### config.mk
export PLATFORM = sky130hd
export DESIGN_NAME = midpoint_circle_rasterizer
export DESIGN_NICKNAME = d
export VERILOG_FILES = /design/src/design/mcr_pkg.sv /design/src/design/mcr_isqrt.sv /design/src/design/mcr_pixgen.sv /design/src/design/midpoint_circle_rasterizer.sv
export SDC_FILE = /design/constraint.sdc
export NUM_CORES = 1
export LEC_CHECK = 0
export BUFFER_PORTS_ARGS = -buffer_cell sky130_fd_sc_hd__buf_2
export CAP_MARGIN = 40
export CORE_ASPECT_RATIO = 1.1
export CORE_MARGIN = 2
export CORE_UTILIZATION = 50
export DETAILED_ROUTE_END_ITERATION = 10
export PLACE_DENSITY = 0.69
export SLEW_MARGIN = 20
export SYNTH_ARGS = -nofsm -noshare
export SYNTH_HDL_FRONTEND = slang
export SYNTH_SLANG_ARGS = --single-unit
### constraint.sdc
create_clock -name i_clk -period 8.32 [get_ports i_clk]
set_input_delay 1.664 -clock i_clk [delete_from_list [all_inputs] [get_ports i_clk]]
set_output_delay 1.664 -clock i_clk [all_outputs]
set_load 0.05 [all_outputs]
### src/design/mcr_pkg.sv
package mcr_pkg;

    // Coordinate widths
    localparam int COORD_BITS = 10;
    localparam int IN_BITS    = 9;
    localparam int DIFF_BITS  = IN_BITS + 1;
    localparam int SQ_BITS    = 2 * DIFF_BITS;
    localparam int ROOT_BITS  = SQ_BITS / 2;
    localparam int STEP_BITS  = COORD_BITS + 2;
    localparam int DEC_BITS   = COORD_BITS + 4;
    localparam int PIX_BITS   = 11;
    localparam int SUM_BITS   = ((STEP_BITS > IN_BITS) ? STEP_BITS : IN_BITS) + 1;
    localparam int RMAX       = (1 << COORD_BITS) - 1;

    // Pixel group
    localparam int GROUP_SIZE = 8;
    localparam int K_BITS     = $clog2(GROUP_SIZE);
    localparam logic [K_BITS-1:0] K_LAST = K_BITS'(GROUP_SIZE - 1);

    // Decision term constants
    localparam int DEC_INIT       = 3;
    localparam int DEC_STEP_DIAG  = 10;
    localparam int DEC_STEP_AXIAL = 6;

    // Input action codes
    localparam logic ACT_START   = 1'b0;
    localparam logic ACT_ADVANCE = 1'b1;

    typedef enum logic [2:0] {
        S_IDLE,
        S_MUL_X,
        S_MUL_Y,
        S_SQRT_GO,
        S_SQRT_WAIT,
        S_EMIT
    } t_state;

    // Current circle position handed to the pixel unit
    typedef struct packed {
        logic signed [IN_BITS-1:0]   cx;
        logic signed [IN_BITS-1:0]   cy;
        logic signed [STEP_BITS-1:0] x;
        logic signed [STEP_BITS-1:0] y;
    } t_geom;

endpackage

### src/design/mcr_isqrt.sv
module mcr_isqrt (
    input  logic                           i_clk,
    input  logic                           i_rst_n,
    input  logic                           i_start,
    input  logic [mcr_pkg::SQ_BITS-1:0]    i_radicand,
    output logic                           o_done,
    output logic [mcr_pkg::ROOT_BITS-1:0]  o_root
);
    import mcr_pkg::*;

    logic               r_busy;
    logic               r_done;
    logic [SQ_BITS-1:0] r_rem;
    logic [SQ_BITS-1:0] r_root;
    logic [SQ_BITS-1:0] r_bit;
    logic [SQ_BITS-1:0] trial;
    logic               fits;

    // One result bit per cycle: trial subtract of root + bit
    assign trial = r_root + r_bit;
    assign fits  = (r_rem >= trial);

    // Control: busy over one pass of the bit marker, done pulses at the end
    always_ff @(posedge i_clk) begin
        if (!i_rst_n) begin
            r_busy <= 1'b0;
            r_done <= 1'b0;
        end else begin
            r_done <= 1'b0;
            if (i_start) begin
                r_busy <= 1'b1;
            end else if (r_busy && r_bit[0]) begin
                r_busy <= 1'b0;
                r_done <= 1'b1;
            end
        end
    end

    // Datapath: remainder, partial root and bit marker
    always_ff @(posedge i_clk) begin
        if (i_start) begin
            r_rem  <= i_radicand;
            r_root <= '0;
            r_bit  <= SQ_BITS'(1) << (SQ_BITS - 2);
        end else if (r_busy) begin
            if (fits) begin
                r_rem  <= r_rem - trial;
                r_root <= (r_root >> 1) + r_bit;
            end else begin
                r_root <= r_root >> 1;
            end
            r_bit <= r_bit >> 2;
        end
    end

    assign o_done = r_done;
    assign o_root = r_root[ROOT_BITS-1:0];

endmodule

### src/design/mcr_pixgen.sv
module mcr_pixgen (
    input  mcr_pkg::t_geom                        i_geom,
    input  logic [mcr_pkg::K_BITS-1:0]            i_k,
    output logic signed [mcr_pkg::PIX_BITS-1:0]   o_pixel_x,
    output logic signed [mcr_pkg::PIX_BITS-1:0]   o_pixel_y
);
    import mcr_pkg::*;

    logic signed [STEP_BITS-1:0] off_x;
    logic signed [STEP_BITS-1:0] off_y;
    logic signed [SUM_BITS-1:0]  ext_x;
    logic signed [SUM_BITS-1:0]  ext_y;
    logic signed [SUM_BITS-1:0]  sum_x;
    logic signed [SUM_BITS-1:0]  sum_y;

    // Pick octant: upper index bit swaps x and y, low bits negate each offset
    always_comb begin
        off_x = i_k[2] ? i_geom.y : i_geom.x;
        off_y = i_k[2] ? i_geom.x : i_geom.y;
        ext_x = SUM_BITS'(off_x);
        ext_y = SUM_BITS'(off_y);
        sum_x = i_k[0] ? (SUM_BITS'(i_geom.cx) - ext_x) : (SUM_BITS'(i_geom.cx) + ext_x);
        sum_y = i_k[1] ? (SUM_BITS'(i_geom.cy) - ext_y) : (SUM_BITS'(i_geom.cy) + ext_y);
    end

    // Wrap to the pixel width
    assign o_pixel_x = PIX_BITS'(sum_x);
    assign o_pixel_y = PIX_BITS'(sum_y);

endmodule

### src/design/midpoint_circle_rasterizer.sv
// Midpoint circle rasterizer. A start item (action 0) takes a centre and a
// point on the edge; the radius is the floor of the square root of the
// squared distance. The block squares both deltas on one multiplier, runs a
// radix-4 square root one bit per cycle, then emits the eight symmetric
// pixels of the first group through an output register, one per cycle
// while the output is not stalled. An advance item (action 1) runs one
// midpoint step and emits the next group of eight pixels in the same way.
// An advance with no circle in progress emits nothing. o_last marks the
// eighth pixel of each group; o_circle_done marks every pixel of the
// final group, the one in which y has dropped below x. Input is stalled
// while an item is being worked on.
module midpoint_circle_rasterizer (
    input  logic                                 i_clk,
    input  logic                                 i_rst_n,
    input  logic                                 i_in_valid,
    output logic                                 o_in_stall,
    input  logic                                 i_action,
    input  logic signed [mcr_pkg::IN_BITS-1:0]   i_center_x,
    input  logic signed [mcr_pkg::IN_BITS-1:0]   i_center_y,
    input  logic signed [mcr_pkg::IN_BITS-1:0]   i_edge_x,
    input  logic signed [mcr_pkg::IN_BITS-1:0]   i_edge_y,
    output logic                                 o_out_valid,
    input  logic                                 i_out_stall,
    output logic signed [mcr_pkg::PIX_BITS-1:0]  o_pixel_x,
    output logic signed [mcr_pkg::PIX_BITS-1:0]  o_pixel_y,
    output logic                                 o_last,
    output logic                                 o_circle_done
);
    import mcr_pkg::*;

    t_state r_state;
    t_state n_state;

    logic signed [IN_BITS-1:0]   r_cx;
    logic signed [IN_BITS-1:0]   r_cy;
    logic signed [DIFF_BITS-1:0] r_dx;
    logic signed [DIFF_BITS-1:0] r_dy;
    logic [SQ_BITS-1:0]          r_sq;
    logic signed [STEP_BITS-1:0] r_x;
    logic signed [STEP_BITS-1:0] r_y;
    logic signed [DEC_BITS-1:0]  r_dec;
    logic                        r_active;
    logic [K_BITS-1:0]           r_k;
    logic                        r_out_valid;
    logic signed [PIX_BITS-1:0]  r_pix_x;
    logic signed [PIX_BITS-1:0]  r_pix_y;
    logic                        r_last;
    logic                        r_done;

    logic                        in_xfer;
    logic                        is_start;
    logic                        sqrt_start;
    logic                        sqrt_done;
    logic [ROOT_BITS-1:0]        sqrt_root;
    logic                        pix_load;
    logic                        in_stall;

    logic signed [DIFF_BITS-1:0] mul_op;
    logic signed [SQ_BITS-1:0]   prod;
    logic [SQ_BITS-1:0]          sq_sum;

    logic [STEP_BITS-1:0]        root_sat;
    logic signed [DEC_BITS-1:0]  dec_init;
    logic                        dec_pos;
    logic signed [STEP_BITS-1:0] x_inc;
    logic signed [STEP_BITS-1:0] y_next;
    logic signed [DEC_BITS-1:0]  dec_next;

    logic signed [PIX_BITS-1:0]  gen_x;
    logic signed [PIX_BITS-1:0]  gen_y;
    t_geom                       geom;

    assign in_xfer  = i_in_valid && !o_in_stall;
    assign is_start = (i_action == ACT_START);

    // Shared multiplier: squares dx, then dy
    assign mul_op = (r_state == S_MUL_X) ? r_dx : r_dy;
    assign prod   = SQ_BITS'(mul_op) * SQ_BITS'(mul_op);
    assign sq_sum = r_sq + SQ_BITS'(prod);

    // Clamp radius and form the initial decision term
    always_comb begin
        if (32'(sqrt_root) > 32'(RMAX)) begin
            root_sat = STEP_BITS'(RMAX);
        end else begin
            root_sat = STEP_BITS'(sqrt_root);
        end
        dec_init = DEC_BITS'(DEC_INIT) - (DEC_BITS'(root_sat) <<< 1);
    end

    // One midpoint step
    always_comb begin
        dec_pos = !r_dec[DEC_BITS-1] && (r_dec != '0);
        x_inc   = r_x + STEP_BITS'(1);
        y_next  = dec_pos ? (r_y - STEP_BITS'(1)) : r_y;
        if (dec_pos) begin
            dec_next = r_dec + ((DEC_BITS'(x_inc) - DEC_BITS'(y_next)) <<< 2)
                       + DEC_BITS'(DEC_STEP_DIAG);
        end else begin
            dec_next = r_dec + (DEC_BITS'(x_inc) <<< 2) + DEC_BITS'(DEC_STEP_AXIAL);
        end
    end

    mcr_isqrt u_isqrt (
        .i_clk      (i_clk),
        .i_rst_n    (i_rst_n),
        .i_start    (sqrt_start),
        .i_radicand (r_sq),
        .o_done     (sqrt_done),
        .o_root     (sqrt_root)
    );

    assign geom = '{cx: r_cx, cy: r_cy, x: r_x, y: r_y};

    mcr_pixgen u_pixgen (
        .i_geom    (geom),
        .i_k       (r_k),
        .o_pixel_x (gen_x),
        .o_pixel_y (gen_y)
    );

    // Next state
    always_comb begin
        n_state = r_state;
        unique case (r_state)
            S_IDLE: begin
                if (in_xfer) begin
                    if (is_start) begin
                        n_state = S_MUL_X;
                    end else if (r_active) begin
                        n_state = S_EMIT;
                    end
                end
            end
            S_MUL_X:     n_state = S_MUL_Y;
            S_MUL_Y:     n_state = S_SQRT_GO;
            S_SQRT_GO:   n_state = S_SQRT_WAIT;
            S_SQRT_WAIT: begin
                if (sqrt_done) begin
                    n_state = S_EMIT;
                end
            end
            S_EMIT: begin
                if (pix_load && (r_k == K_LAST)) begin
                    n_state = S_IDLE;
                end
            end
            default:     n_state = S_IDLE;
        endcase
    end

    // State outputs
    always_comb begin
        in_stall   = 1'b1;
        sqrt_start = 1'b0;
        pix_load   = 1'b0;
        unique case (r_state)
            S_IDLE:      in_stall   = 1'b0;
            S_SQRT_GO:   sqrt_start = 1'b1;
            S_EMIT:      pix_load   = !r_out_valid || !i_out_stall;
            S_MUL_X, S_MUL_Y, S_SQRT_WAIT: ;
            default:     in_stall   = 1'b1;
        endcase
    end

    assign o_in_stall = in_stall;

    // Control registers
    always_ff @(posedge i_clk) begin
        if (!i_rst_n) begin
            r_state     <= S_IDLE;
            r_active    <= 1'b0;
            r_k         <= '0;
            r_out_valid <= 1'b0;
        end else begin
            r_state <= n_state;
            if ((r_state == S_IDLE) && in_xfer && !is_start && r_active) begin
                r_active <= (y_next >= x_inc);
            end else if ((r_state == S_SQRT_WAIT) && sqrt_done) begin
                r_active <= 1'b1;
            end
            if (pix_load) begin
                r_k <= r_k + K_BITS'(1);
            end
            if (pix_load) begin
                r_out_valid <= 1'b1;
            end else if (!i_out_stall) begin
                r_out_valid <= 1'b0;
            end
        end
    end

    // Circle datapath
    always_ff @(posedge i_clk) begin
        if ((r_state == S_IDLE) && in_xfer) begin
            if (is_start) begin
                r_cx <= i_center_x;
                r_cy <= i_center_y;
                r_dx <= DIFF_BITS'(i_center_x) - DIFF_BITS'(i_edge_x);
                r_dy <= DIFF_BITS'(i_center_y) - DIFF_BITS'(i_edge_y);
            end else if (r_active) begin
                r_x   <= x_inc;
                r_y   <= y_next;
                r_dec <= dec_next;
            end
        end
        if (r_state == S_MUL_X) begin
            r_sq <= SQ_BITS'(prod);
        end else if (r_state == S_MUL_Y) begin
            r_sq <= sq_sum;
        end
        if ((r_state == S_SQRT_WAIT) && sqrt_done) begin
            r_x   <= '0;
            r_y   <= root_sat;
            r_dec <= dec_init;
        end
    end

    // Output register
    always_ff @(posedge i_clk) begin
        if (pix_load) begin
            r_pix_x <= gen_x;
            r_pix_y <= gen_y;
            r_last  <= (r_k == K_LAST);
            r_done  <= !r_active;
        end
    end

    assign o_out_valid   = r_out_valid;
    assign o_pixel_x     = r_pix_x;
    assign o_pixel_y     = r_pix_y;
    assign o_last        = r_last;
    assign o_circle_done = r_done;

endmodule

# Yosys cells after proc, flatten, opt, wreduce, memory -nomap -nowiden
# Index checks and enable logic that the tools add are counted.
[totals] regBits=180 in_bits=41 out_inout_bits=26 wordCells=123
[classes] add_sub_neg=19 mul=1 n_lt_le_gt_ge=2 n_eq_ne=11 mux=37 n_bitwise=2 n_reduce_logical=29
[ops] cell="$mux 20" n=6
[ops] cell="$mux 14" n=5
[ops] cell="$mux 10" n=5
[ops] cell="$mux 11" n=4
[ops] cell="$add 14x14->14" n=2
[ops] cell="$add 9x11->11" n=2
[ops] cell="$sub 9x11->11" n=2
[ops] cell="$add 19x19->20" n=1
[ops] cell="$add 20x19->20" n=1
[ops] cell="$add 20x20->20" n=1
[ops] cell="$ge 20x20->1" n=1
[ops] cell="$mul 10x10->20" n=1
[ops] cell="$sub 20x20->20" n=1
[ops] cell="$sub 9x9->10" n=2
[ops] cell="$pmux 3 s6" n=1
[ops] cell="$reduce_bool 2->1" n=8
[ops] cell="$mux 3" n=5
[ops] cell="$add 14x4->14 const B" n=1
[ops] cell="$add 14x5->14 const B" n=1
[ops] cell="$reduce_bool 14->1" n=1
[ops] cell="$add 12x2->12 const B" n=1
[ops] cell="$ge 12x12->1" n=1
[ops] cell="$mux 12" n=1
[ops] cell="$sub 12x12->12" n=1
[ops] cell="19 further kinds" n=46

# Longest topological paths before layout
[logic_depth] ltp_word=11 ltp_mapped=33 mapped_depth_nobuf=31

# By module
# Synthesis repeated with hierarchy kept, for this count alone.
[unflattened] hier_cells=2004 hier_area_um2=18286.3
[modules_own_cells] module="midpoint_circle_rasterizer" n_inst=1 cells_each=1283 area_each_um2=12229.2 seq_area_each_um2=3593.4
[modules_own_cells] module="mcr_isqrt" n_inst=1 cells_each=502 area_each_um2=4355.4 seq_area_each_um2=1241.2
[modules_own_cells] module="mcr_pixgen" n_inst=1 cells_each=219 area_each_um2=1701.6 seq_area_each_um2=0.0

# Least setup slack after synthesis
# Ideal clock, no wire load.
[synth_path] kind="reg-to-reg" start="reg r_state[1]" end="reg r_sq[19] (data pin)" setup_time_ps=268 arrival_time_ps=7649 required_time_ps=8052 setup_slack_ps=404 stages_incl_launch_ff=31 path_buffers=2 synth_period_minus_slack_ps=7916 path_cell_list="dfxtp_1 > clkbuf_1 > nor3b_1 > buf_1 > mux2i_1 > clkinv_1 > nand2_1 > inv_1 > fa_1 > inv_1 > fa_1 > inv_1 > fa_1 > fa_1 > inv_1 > fa_1 > inv_1 > ha_1 > and3_1 > and3_1 > a21oi_1 > o21ai_1 > nor2_1 > xnor2_1 > ha_1 > a2111oi_0 > a21oi_1 > o21ai_1 > mux2i_1 > o21bai_1 > xnor3_1"
[synth_via] elab_chain_len=6
[synth_rtl] item="start, declared" line_no="midpoint_circle_rasterizer.sv:31" source="t_state r_state;"
[synth_rtl] item="start signal, assigned" line_no="midpoint_circle_rasterizer.sv:176" source="r_state <= n_state;"
[synth_rtl] item="$eq 3x1->1 *" line_no="midpoint_circle_rasterizer.sv:77, midpoint_circle_rasterizer.sv:207"
[synth_rtl] item="$mux 10" line_no="midpoint_circle_rasterizer.sv:77" source="assign mul_op = (r_state == S_MUL_X) ? r_dx : r_dy;"
[synth_rtl] item="$mul 10x10->20" line_no="midpoint_circle_rasterizer.sv:78" source="assign prod = SQ_BITS'(mul_op) * SQ_BITS'(mul_op);"
[synth_rtl] item="$add 20x20->20" line_no="midpoint_circle_rasterizer.sv:79" source="assign sq_sum = r_sq + SQ_BITS'(prod);"
[synth_rtl] item="$mux 20" line_no="midpoint_circle_rasterizer.sv:209" source="end else if (r_state == S_MUL_Y) begin"
[synth_rtl] item="$mux 20 *" line_no="midpoint_circle_rasterizer.sv:207" source="if (r_state == S_MUL_X) begin"
[synth_rtl] item="end signal, assigned" line_no="midpoint_circle_rasterizer.sv:208" source="r_sq <= SQ_BITS'(prod);"
[synth_rtl] item="end signal, assigned" line_no="midpoint_circle_rasterizer.sv:210" source="r_sq <= sq_sum;"
[synth_rtl] item="end, declared" line_no="midpoint_circle_rasterizer.sv:38" source="logic [SQ_BITS-1:0] r_sq;"
# Mark *: on every way between the ends. The rest lies on a longest branch, timed or not. The select of a mux whose other input is x is not followed.
# A chain may end at the register's enable or synchronous reset.

# Worst setup path in the final report
[layout_path] start="reg r_state[2]" end="reg r_sq[19] (data pin)"
# The elaborated chain is that of the path after synthesis.

==> metrics.md <==
| Metric | Value |
|---|---|
| Worst Setup Start Kind | flip-flop |
| Max_cap viols | 0 |
| Fmax | 129.1 MHz |
| Fillers | 3234 |
| Vias | 13740 |
| Post-synth top area share | 21.17% |
| Slew at the pin with the worst max-slew slack | 757.9 ps |
| Hold path endpoint | r_y[11]$_SDFFE_PP0P_ |
| Antenna cells | 0 |
| GR Util met1 | 28.68% |
| Number of DRC markers in iteration 0 | 791 |
| Status | finished, final reports clean |
| Placed cell area | 0.01856 mm² |
| Skew final | 13.96 ps |
| Final setup viols | 0 |
| DPL Wire Length | 31680 µm |
| Die footprint | 0.03699 mm² |
| RR Endpoint | r_sq[19]$_DFFE_PP_ |
| Worst Hold Depth | 2 |
| Worst skew pair latency | 450 ps |
| Die W | 183.6 µm |
| Relative slew slack | 49.47% |
| Post-synth top cells | inv_1 (217), ha_1 (214), nor2_1 (177) |
| IO Count | 67 |
| Worst setup EP type | flip-flop |
| CP dominant cell by count | inv_1 |
| Layout cells sized above 1 | 7.666% |
| Worst hold path startpoint | r_y[11]$_SDFFE_PP0P_ |
| CTS Buf Count | 17 |
| Clock Path Buffers | 2 |
| Reg2Reg Setup Slack | 570 ps |
| Final instance area | 0.01913 mm² |
| Cell taking the most area after synthesis | edfxtp_1 |
| Critical path class | flip-flop to flip-flop |
| Starting Density | 50.60% |
| Setup TNS | 0 ps |
| Core Region | 0.03504 mm² |
| Top-count cell post-synth | inv_1 |
| Total Routed Length | 39750 µm |
| Min Tclk post-route | 7748 ps |
| H-tree Lvls | 4 |
| Area grow syn2layout | 7.910% |
| Final hold vios | 0 |
| Met3 Use GR | 2.462% |
| Distinct cells, synth | 71 |
| First-pass GRT wire length | 66300 µm |
| WL/cell | 16.12 µm |
| Vias/cell | 5.572 |
| Unrepaired setup endpoints after global routing | false |
| Cell area after synthesis | 0.01773 mm² |
| Largest net degree at the start of global routing | 42 |
| Worst hold-check path type | flip-flop to flip-flop |
| DIE HEIGHT | 201.5 µm |
| Synth top area cells | edfxtp_1 (21%), ha_1 (15%), fa_1 (9.9%) |
| Period utilization | 93.13% |
| Crit path DAT | 7950 ps |
| Met2 global-route usage | 38.76% |
| Slowest stage cell on the critical path | fa_1 |
| Worst Setup SP | r_state[2]$_SDFFE_PN0P_ |
| Clk slew on worst S/H paths | 80 ps |
| Slew Limit Fails | 0 |
| Worst-path fanout max | 14 |
| First-pass iteration count of the detailed router | 5 |
| PortBufs | 66 |
| Reg2reg path depth | 30 |
| FF+latch count, synth | 179 |
| Final GP Congestion | 0.8752 |
| Vias in the first global route | 13690 |
| CP required | 8520 ps |
| RR Startpoint | r_state[2]$_SDFFE_PN0P_ |
| Syn Inst Count | 1965 |
| Slowest stage delay, CP | 530 ps |
| Antenna violations before repair | 0 |
| CTS tree | done |
| Row cnt | 72 |
| Syn avg cell area | 9.024 µm² |
| Async SR Flop Fraction | 0% |
| Final ANT Viol Nets | 0 |
| Most Used Layer, Global Route | met2 |
| Root Buffer | clkbuf_16 |
| Syn nets | 2308 |
| Hold_buf cts | 0 |
| Grt ovf | 0 |
| Nets | 2352 |
| Total global-route track usage | 22.12% |
| # DRC | 0 |
| Clk sinks | 179 |
| Top_reg_cell synth | edfxtp_1 |
| EDFF count, synth | 125 |
| Seq/Total Area, Yosys | 27.27% |
| Synth Warn # | 0 |
## cells by family after synthesis
| logic type | synth area share, % |
|---|---|
| and+or+nand+nor | 13.56 |
| xor gates and xnor gates | 8.919 |
| buffers and inverters | 6.231 |
| adders and majority gates | 25.04 |
| DFF | 27.27 |
| AOI/OAI and AO/OA | 15.34 |
| muxes | 3.648 |
## critical path: cells and delay by family, from the launching register on
family / cells / cell delay, ps
simple gates: 3 / 460
xor+xnor: 2 / 510
buf+inv: 6 / 680
flops: 1 / 400
compound gates: 10 / 1900
mux: 2 / 630
fa+ha+maj: 7 / 2880
## flip-flops by register name, summed over array words and instances, names as in the netlist
name            flops
o_circle_done       1
o_last              1
o_out_valid         1
o_pixel_x          11
o_pixel_y          11
r_active            1
r_cx                9
r_cy                9
r_dec              13
r_dx               10
r_dy               10
r_k                 3
r_sq               20
r_state             3
r_x                12
r_y                12
u_isqrt.o_done      1
u_isqrt.r_bit      10
u_isqrt.r_busy      1
u_isqrt.r_rem      20
u_isqrt.r_root     20
## cells in the final DEF, fill, tap and decap left out, types with 33 or more instances in the layout
master,synthesis,final
xnor2_1,101,101
ha_1,214,214
fa_1,88,87
dfxtp_1,54,53
inv_1,217,217
a21oi_1,110,110
edfxtp_1,125,125
mux2i_1,50,48
a21o_1,44,44
xor2_1,77,77
buf_2,10,66
nand2_1,144,144
o21ai_0,91,91
nor2_1,177,175
o21ai_1,38,38
nand3_1,33,33
nor3_1,46,46
## worst max-delay path by stage
stage                               to  slack (ps)  cells after the start
floorplan           r_sq[19]$_DFFE_PP_         400                     30
detailed placement  r_sq[19]$_DFFE_PP_         320                     29
CTS                 r_sq[19]$_DFFE_PP_         280                     29
finish              r_sq[19]$_DFFE_PP_         570                     30
global placement    r_sq[19]$_DFFE_PP_         510                     29
global route        r_sq[19]$_DFFE_PP_          10                     30
## cell type report
type,count,area [µm²],share of cell area (%)
clock buffer,19,432.9,2.262
timing repair buffer,87,524.3,2.740
multi-input combinational,1501,11830,61.81
clock inverter,13,122.6,0.6408
inverter,223,837.1,4.375
tap,444,555.5,2.903
sequential,179,4836,25.27
## what timing repair did
action / CTS / global route
setup buffers: 0 / 0
setup endpoints to repair: 0 / 1
hold endpoints to repair: 0 / 0
gates resized for setup: 0 / 5
## through the flow
stage | instances | util [%] | hold slack (ps) | setup WS [ps]
floorplan | 1965 | - | 450.8 | 403.8
global placement | 2430 | 52.77 | 463.7 | 514.4
detailed placement | 2434 | 52.96 | 477.6 | 318.7
CTS | 2466 | 54.55 | 486.0 | 279.1
global route | 2466 | 54.60 | 526.0 | 12.66
finish | 2466 | 54.60 | 482.0 | 571.8
## routing by layer
metal,share of wire [%],vias up
li1,-,6915
met2,49,229
met4,1.9,0
met5,0,-
met1,46,6537
met3,3.1,59
Power is not shown: default switching activity piles up to over one toggle a cycle in this logic, so the estimate is an artifact.
